$ cat src/tsw_pkg.sv
// shared types and constants for the tft spi register and pixel writer
// no dependencies
package tsw_pkg;

    localparam logic [1:0] ACT_REG_WRITE = 2'd0;
    localparam logic [1:0] ACT_INDEX     = 2'd1;
    localparam logic [1:0] ACT_DATA      = 2'd2;
    localparam logic [1:0] ACT_PIXEL     = 2'd3;

    localparam logic [7:0] START_INDEX = 8'h70;
    localparam logic [7:0] START_DATA  = 8'h72;
    localparam logic [7:0] REG_GRAM    = 8'h22;
    localparam logic [7:0] REG_COL_LO  = 8'h03;
    localparam logic [7:0] REG_COL_HI  = 8'h02;
    localparam logic [7:0] REG_ROW_LO  = 8'h07;
    localparam logic [7:0] REG_ROW_HI  = 8'h06;

    // byte positions inside one register write
    localparam logic [2:0] STEP_IDX_START = 3'd0;
    localparam logic [2:0] STEP_IDX_REG   = 3'd1;
    localparam logic [2:0] STEP_DAT_START = 3'd2;
    localparam logic [2:0] STEP_DAT_HI    = 3'd3;
    localparam logic [2:0] STEP_DAT_LO    = 3'd4;

    localparam logic [2:0] GRP_COL_LO = 3'd0;
    localparam logic [2:0] GRP_COL_HI = 3'd1;
    localparam logic [2:0] GRP_ROW_LO = 3'd2;
    localparam logic [2:0] GRP_ROW_HI = 3'd3;
    localparam logic [2:0] GRP_GRAM   = 3'd4;

    localparam int QUEUE_DEPTH = 2;

    typedef struct packed {
        logic [1:0]  action;
        logic [7:0]  reg_index;
        logic [15:0] word_value;
        logic [8:0]  col;
        logic [8:0]  row;
    } t_in_item;

    typedef struct packed {
        logic [7:0] tx_byte;
        logic       frame_end;
        logic       last;
    } t_out_item;

    // classified request handed from front to back
    typedef struct packed {
        logic        pixel;
        logic [2:0]  start_step;
        logic [2:0]  end_step;
        logic [2:0]  last_grp;
        logic [7:0]  reg_index;
        logic [15:0] word_value;
        logic [8:0]  col;
        logic [8:0]  row;
    } t_cmd;

endpackage

$ cat src/tsw_front.sv
// request classifier: maps an action onto a range of register-write bytes
// depends on tsw_pkg
module tsw_front (
    input  tsw_pkg::t_in_item i_item,
    output tsw_pkg::t_cmd     o_cmd
);

    always_comb begin
        o_cmd.pixel      = 1'b0;
        o_cmd.reg_index  = i_item.reg_index;
        o_cmd.word_value = i_item.word_value;
        o_cmd.col        = i_item.col;
        o_cmd.row        = i_item.row;
        o_cmd.start_step = tsw_pkg::STEP_IDX_START;
        o_cmd.end_step   = tsw_pkg::STEP_DAT_LO;
        o_cmd.last_grp   = tsw_pkg::GRP_COL_LO;
        unique case (i_item.action)
            tsw_pkg::ACT_REG_WRITE: begin
            end
            tsw_pkg::ACT_INDEX: begin
                o_cmd.end_step = tsw_pkg::STEP_IDX_REG;
            end
            tsw_pkg::ACT_DATA: begin
                o_cmd.start_step = tsw_pkg::STEP_DAT_START;
            end
            tsw_pkg::ACT_PIXEL: begin
                o_cmd.pixel    = 1'b1;
                o_cmd.last_grp = tsw_pkg::GRP_GRAM;
            end
        endcase
    end

endmodule

$ cat src/tsw_queue.sv
// two-entry command queue between classifier and byte sequencer
// depends on tsw_pkg
module tsw_queue (
    input  logic          i_clk,
    input  logic          i_rst_n,
    input  logic          i_push,
    input  tsw_pkg::t_cmd i_cmd,
    input  logic          i_pop,
    output logic          o_full,
    output logic          o_valid,
    output tsw_pkg::t_cmd o_cmd
);

    localparam int PW = $clog2(tsw_pkg::QUEUE_DEPTH);
    localparam int CW = $clog2(tsw_pkg::QUEUE_DEPTH + 1);

    tsw_pkg::t_cmd r_mem [tsw_pkg::QUEUE_DEPTH];
    logic [PW-1:0] r_wp, n_wp;
    logic [PW-1:0] r_rp, n_rp;
    logic [CW-1:0] r_cnt, n_cnt;
    logic          do_push, do_pop;

    assign o_full  = (r_cnt == CW'(tsw_pkg::QUEUE_DEPTH));
    assign o_valid = (r_cnt != '0);
    assign o_cmd   = r_mem[r_rp];
    assign do_push = i_push && !o_full;
    assign do_pop  = i_pop && o_valid;

    always_comb begin
        n_wp  = do_push ? PW'(r_wp + 1'b1) : r_wp;
        n_rp  = do_pop ? PW'(r_rp + 1'b1) : r_rp;
        n_cnt = r_cnt;
        if (do_push && !do_pop) begin
            n_cnt = CW'(r_cnt + 1'b1);
        end else if (do_pop && !do_push) begin
            n_cnt = CW'(r_cnt - 1'b1);
        end
    end

    always_ff @(posedge i_clk) begin
        if (!i_rst_n) begin
            r_wp  <= '0;
            r_rp  <= '0;
            r_cnt <= '0;
        end else begin
            r_wp  <= n_wp;
            r_rp  <= n_rp;
            r_cnt <= n_cnt;
        end
    end

    always_ff @(posedge i_clk) begin
        if (do_push) begin
            r_mem[r_wp] <= i_cmd;
        end
    end

endmodule

$ cat src/tsw_back.sv
// byte sequencer walks register-write groups, one spi byte per unstalled cycle
// depends on tsw_pkg
module tsw_back (
    input  logic              i_clk,
    input  logic              i_rst_n,
    input  logic              i_cmd_valid,
    input  tsw_pkg::t_cmd     i_cmd,
    output logic              o_pop,
    output logic              o_out_valid,
    output tsw_pkg::t_out_item o_out_item,
    input  logic              i_out_stall
);

    logic               r_busy, n_busy;
    logic [2:0]         r_step, n_step;
    logic [2:0]         r_grp, n_grp;
    logic               r_out_valid, n_out_valid;
    tsw_pkg::t_out_item r_out_item;
    tsw_pkg::t_out_item cur_item;
    logic [2:0]         step, grp;
    logic [7:0]         grp_reg;
    logic [15:0]        grp_val;
    logic               advance, emit, is_last;

    // an idle sequencer starts at the head command's first byte
    assign step    = r_busy ? r_step : i_cmd.start_step;
    assign grp     = r_busy ? r_grp : tsw_pkg::GRP_COL_LO;
    assign advance = !r_out_valid || !i_out_stall;
    assign emit    = advance && i_cmd_valid;
    assign is_last = (grp == i_cmd.last_grp) && (step == i_cmd.end_step);
    assign o_pop   = emit && is_last;

    always_comb begin
        grp_reg = i_cmd.reg_index;
        grp_val = i_cmd.word_value;
        if (i_cmd.pixel) begin
            unique case (grp)
                tsw_pkg::GRP_COL_LO: begin
                    grp_reg = tsw_pkg::REG_COL_LO;
                    grp_val = {7'd0, i_cmd.col};
                end
                tsw_pkg::GRP_COL_HI: begin
                    grp_reg = tsw_pkg::REG_COL_HI;
                    grp_val = {15'd0, i_cmd.col[8]};
                end
                tsw_pkg::GRP_ROW_LO: begin
                    grp_reg = tsw_pkg::REG_ROW_LO;
                    grp_val = {7'd0, i_cmd.row};
                end
                tsw_pkg::GRP_ROW_HI: begin
                    grp_reg = tsw_pkg::REG_ROW_HI;
                    grp_val = {15'd0, i_cmd.row[8]};
                end
                default: begin
                    grp_reg = tsw_pkg::REG_GRAM;
                    grp_val = i_cmd.word_value;
                end
            endcase
        end
    end

    always_comb begin
        cur_item.last      = is_last;
        cur_item.frame_end = (step == tsw_pkg::STEP_IDX_REG) ||
                             (step == tsw_pkg::STEP_DAT_LO);
        unique case (step)
            tsw_pkg::STEP_IDX_START: cur_item.tx_byte = tsw_pkg::START_INDEX;
            tsw_pkg::STEP_IDX_REG:   cur_item.tx_byte = grp_reg;
            tsw_pkg::STEP_DAT_START: cur_item.tx_byte = tsw_pkg::START_DATA;
            tsw_pkg::STEP_DAT_HI:    cur_item.tx_byte = grp_val[15:8];
            default:                 cur_item.tx_byte = grp_val[7:0];
        endcase
    end

    always_comb begin
        n_busy      = r_busy;
        n_step      = r_step;
        n_grp       = r_grp;
        n_out_valid = r_out_valid;
        if (advance) begin
            n_out_valid = i_cmd_valid;
        end
        if (emit) begin
            if (is_last) begin
                n_busy = 1'b0;
            end else begin
                n_busy = 1'b1;
                if (step == tsw_pkg::STEP_DAT_LO) begin
                    n_step = tsw_pkg::STEP_IDX_START;
                    n_grp  = 3'(grp + 1'b1);
                end else begin
                    n_step = 3'(step + 1'b1);
                    n_grp  = grp;
                end
            end
        end
    end

    always_ff @(posedge i_clk) begin
        if (!i_rst_n) begin
            r_busy      <= 1'b0;
            r_step      <= tsw_pkg::STEP_IDX_START;
            r_grp       <= tsw_pkg::GRP_COL_LO;
            r_out_valid <= 1'b0;
        end else begin
            r_busy      <= n_busy;
            r_step      <= n_step;
            r_grp       <= n_grp;
            r_out_valid <= n_out_valid;
        end
    end

    always_ff @(posedge i_clk) begin
        if (emit) begin
            r_out_item <= cur_item;
        end
    end

    assign o_out_valid = r_out_valid;
    assign o_out_item  = r_out_item;

endmodule

$ cat src/tft_spi_register_and_pixel_writer_top.sv
// tft spi register and pixel writer, top level
// a request is stored in the queue, and its bytes leave from the output register
// one byte per cycle, when not stalled, from the sequencer's output register; a
// request is 5 (register write), 2 (index), 3 (data) or 25 (pixel write) bytes
// a two-entry queue lets requests be taken while the sequencer is busy
// reset: synchronous active-low, empties the queue and the output register
module tft_spi_register_and_pixel_writer_top (
    input  logic               i_clk,
    input  logic               i_rst_n,
    input  logic               i_in_valid,
    input  tsw_pkg::t_in_item  i_in_item,
    output logic               o_in_stall,
    output logic               o_out_valid,
    output tsw_pkg::t_out_item o_out_item,
    input  logic               i_out_stall
);

    tsw_pkg::t_cmd front_cmd;
    tsw_pkg::t_cmd head_cmd;
    logic          queue_full, head_valid, pop;

    tsw_front u_front (
        .i_item (i_in_item),
        .o_cmd  (front_cmd)
    );

    tsw_queue u_queue (
        .i_clk   (i_clk),
        .i_rst_n (i_rst_n),
        .i_push  (i_in_valid),
        .i_cmd   (front_cmd),
        .i_pop   (pop),
        .o_full  (queue_full),
        .o_valid (head_valid),
        .o_cmd   (head_cmd)
    );

    tsw_back u_back (
        .i_clk       (i_clk),
        .i_rst_n     (i_rst_n),
        .i_cmd_valid (head_valid),
        .i_cmd       (head_cmd),
        .o_pop       (pop),
        .o_out_valid (o_out_valid),
        .o_out_item  (o_out_item),
        .i_out_stall (i_out_stall)
    );

    assign o_in_stall = queue_full;

endmodule
$ cat config.mk
export PLATFORM = sky130hd
export DESIGN_NAME = tft_spi_register_and_pixel_writer_top
export DESIGN_NICKNAME = d
export VERILOG_FILES = /design/src/tsw_pkg.sv /design/src/tsw_front.sv /design/src/tsw_queue.sv /design/src/tsw_back.sv /design/src/tft_spi_register_and_pixel_writer_top.sv
export SDC_FILE = /design/constraint.sdc
export NUM_CORES = 1
export LEC_CHECK = 0
export BUFFER_PORTS_ARGS = -buffer_cell sky130_fd_sc_hd__buf_2
export CORE_MARGIN = 4
export CORE_UTILIZATION = 55
export CTS_CLUSTER_SIZE = 16
export DETAILED_ROUTE_END_ITERATION = 10
export PLACE_DENSITY_LB_ADDON = 0.2
export SKIP_LAST_GASP = 1
export SYNTH_ARGS = -nofsm -noshare
export SYNTH_HDL_FRONTEND = slang
export SYNTH_SLANG_ARGS = --single-unit
$ cat constraint.sdc
create_clock -name i_clk -period 4.3 [get_ports i_clk]
set_input_delay 0.43 -clock i_clk [delete_from_list [all_inputs] [get_ports i_clk]]
set_output_delay 0.43 -clock i_clk [all_outputs]
set_load 0.02 [all_outputs]
==> impl_results.md <==
- Slowest-stage cell, CP: dfxtp_1
- Worst R2R End: u_queue.r_cnt[1]$_SDFFE_PN0P_
- Hold violation count in the final report: 0
- CTS root buffer: clkbuf_8
- Cells after synthesis: 321
- Hold_buf cts: 0
- Clock sink count: around 120
- Setup Fix Bufs, Post-CTS: 0
- Critical Path End Type: register
- DP Area: approximately 5300 um2
- Hold Crit Class: in2reg
- Static Leak: between 2 and 2.5 nW
- Via count: about 2900
- Area of the multi-input gates: around 1400 um2
- Leading area contributor after synthesis: edfxtp_1
- Initial DRC count: roughly 210
- Final worst slack: 1.32 ns
- Max-slew headroom: approximately 28%
- Antenna violations before repair: 0
- Ys Warns: 0
- DRC Markers: 0
- Cts bufs inserted: 17
- Share of the synthesized area in the top cell type: around 63%
- Post_cts resized: 0
- Total Wirelength: between 9000 and 10000 um
- Overall global routing resource usage: 19.5%
- Number of max-cap violations: 0
- Top FF cell, synth: edfxtp_1
- Synthesized net count: between 300 and 400
- Cell row count: 34
- Hold Startpoint: i_in_item[16]
- Reg2reg path depth: 9
- Initial cell density of the core: between 50% and 60%
- Gpl congestion: approximately 0.9
- R2r startpoint: u_back.r_busy$_SDFFE_PN0P_
- Fin crit share: between 60% and 70%
- Pre-CTS setup slack: about 1.4 ns
- Final min period: approximately 3.0 ns
- Sequential area share after synthesis: 68.2%
- Syn Area/Cell: 15.2 um2
- Req. time, crit path: between 4 and 5 ns
- Final setup violation count: 0
- Post-route cell area: 5790 um2
- WP data arrival: between 3 and 4 ns
- Die X: around 100 um
- CTS tree: yes
- Via density: ~5.8
- Netlist Area Pre-Place: about 4900 um2
- Post-synth cell types: a little under 60
- WS Path Type: reg2reg
- Layout Skew: between 0.007 and 0.008 ns
- Max VDD drop: between 0.3 and 0.4 mV
- Dpl hpwl: 6290 um
- Grt ovf: 0
- Filler cell count: between 600 and 700
- Routed len/inst: 18.5 um
- Register bit count reported by yosys: between 100 and 150
- Status: completed
- Setup TNS: 0 ns
- Crit-path max FO: 17
- Die ar.: ~10000 um2
- N_diodes: 0
- Io pins: 60
- Unrepaired setup endpoints after global routing: no
- Post-synth EDFFs: 102
- Non-filler cells, final: around 510
- Area contributors post-synth: edfxtp_1, mux2i_1, dfxtp_1
- Largest net degree at the start of global routing: 47
- Hold Path Cell Cnt: 1
- Worst Hold End: u_queue.r_mem[0][16]$_DFFE_PP_
- Crit start category: register
- First-pass GRT wire length: roughly 15000 um
- R2R Setup Slk: 1.32 ns
- Buffer depth of the longest clock path: 2
- Drt first pass iters: 5
- Layout cell share with drive strength beyond 1: between 20% and 30%
- DP Cell Count: about 480
- Seq. cell area: 3320 um2
- Most common cell after layout, fill and taps aside: edfxtp_1
- CTS clk-pin slew, worst paths: around 0.060 ns
- Worst-Skew Late Latency: between 0.5 and 0.6 ns
- Core outline area: 8680 um2
- Slew @ Worst Pin: around 1.1 ns
- Layout Nets: 443
- Max incr delay on CP: 0.68 ns
- Final Max Slew Viols: 0
- Area Overhead vs Synth: 18.9%
- Chip height: about 100 um
- Max Clk Rate: between 0.3 and 0.4 GHz
- Crit-path cells: and2_1 > inv_2 > xnor2_2 > nand4_4 > nor3_4 > inv_1 > ha_1 > or3_1 > a21oi_1
- Port bufs: 59
- Pwr dens: just under 600 nW/um2
- Vias in the first global route: roughly 2900
- Routed Antenna Nets: 0
- CTS H-Tree Depth: 4
- Ys async rst share: 0%
- Commonest cells after routing, fill and taps aside: edfxtp_1, buf_2, mux2i_1, nand2_1, clkbuf_16
[worst max path at each step]
stage / start / endpoint
finish: u_back.r_busy$_SDFFE_PN0P_ / u_queue.r_cnt[1]$_SDFFE_PN0P_
CTS: u_back.r_busy$_SDFFE_PN0P_ / u_queue.r_cnt[1]$_SDFFE_PN0P_
global route: u_back.r_busy$_SDFFE_PN0P_ / u_queue.r_cnt[1]$_SDFFE_PN0P_
global placement: u_back.r_busy$_SDFFE_PN0P_ / u_queue.r_cnt[1]$_SDFFE_PN0P_
floorplan: u_queue.r_cnt[0]$_SDFFE_PN0P_ / u_queue.r_mem[0][0]$_DFFE_PP_
detailed placement: u_back.r_busy$_SDFFE_PN0P_ / u_queue.r_cnt[1]$_SDFFE_PN0P_
[layer usage]
layer  track usage, %  routed length (um)  up-vias
met5                0                   0        -
met1             25.1                4120     1413
met2             29.7                4550      106
met4             9.49                 193        0
li1                 -                   -     1412
met3             6.89                 558       14
[logic make-up after synthesis]
group | share of synthesized area, %
compound gates | 10.5
xor+xnor | 1.39
fa+ha+maj | 1.80
buf+inv | 2.26
flops | 68.2
mux | 9.12
simple gates | 6.68
[metrics by stage]
step | util [%] | total power [mW] | hold WS [ns]
2_1_floorplan | - | 1.97 | 0.435
4_1_cts | 66.7 | 3.42 | 0.0769
6_report | 66.7 | 3.39 | 0.0973
5_1_grt | 66.7 | 3.56 | 0.0626
3_5_place_dp | 60.5 | 2.16 | 0.467
3_3_place_gp | 60.5 | 2.14 | 0.457
[cells in the mapped netlist (3+ instances only)]
library cell	instances
edfxtp_1	102
mux2i_1	34
nand2_1	20
a21oi_1	14
dfxtp_1	13
inv_1	8
buf_2	7
ha_1	7
nor2_1	7
o21ai_1	7
o221ai_1	7
mux2_2	6
nand2b_1	5
nand3_1	4
o211ai_1	4
o21ai_0	4
o32a_1	4
a21boi_1	3
and2_1	3
clkbuf_1	3
nor3_1	3
xor2_1	3
[where the power goes]
part / internal, mW / switching (mW)
Clock: 0.721 / 0.533
Combinational: 0.219 / 0.395
Sequential: 1.44 / 0.0864
Total: 2.38 / 1.01
[flip-flops by register name (all words and copies together) (netlist names), named ones only]
register	flops
u_back.o_out_valid	1
u_queue.r_wp	1
u_back.r_busy	1
u_queue.r_rp	1
u_queue.r_cnt	2
u_queue.r_mem	92
u_back.o_out_item	10
u_back.r_step	3
u_back.r_grp	3
[critical path, delay by kind of cell (launching register included)]
family                   cells  cell delay (ns)
AO/OA/AOI/OAI                1             0.13
XOR/XNOR                     1             0.25
adder cells (fa/ha/maj)      1             0.33
buffers and inverters        2             0.25
flip-flops                   1             0.68
AND/OR/NAND/NOR              4             1.26
[layout make-up]
| type | count | share of cell area (%) |
|---|---|---|
| Clock buffer | 17 | 7.15 |
| Clock inverter | 15 | 2.12 |
| Inverter | 10 | 0.648 |
| Multi-Input combinational cell | 183 | 25.0 |
| Sequential cell | 115 | 57.4 |
| Tap cell | 108 | 2.33 |
| Timing Repair Buffer | 61 | 5.36 |
No activity file was read; power rests on OpenSTA's default activity.
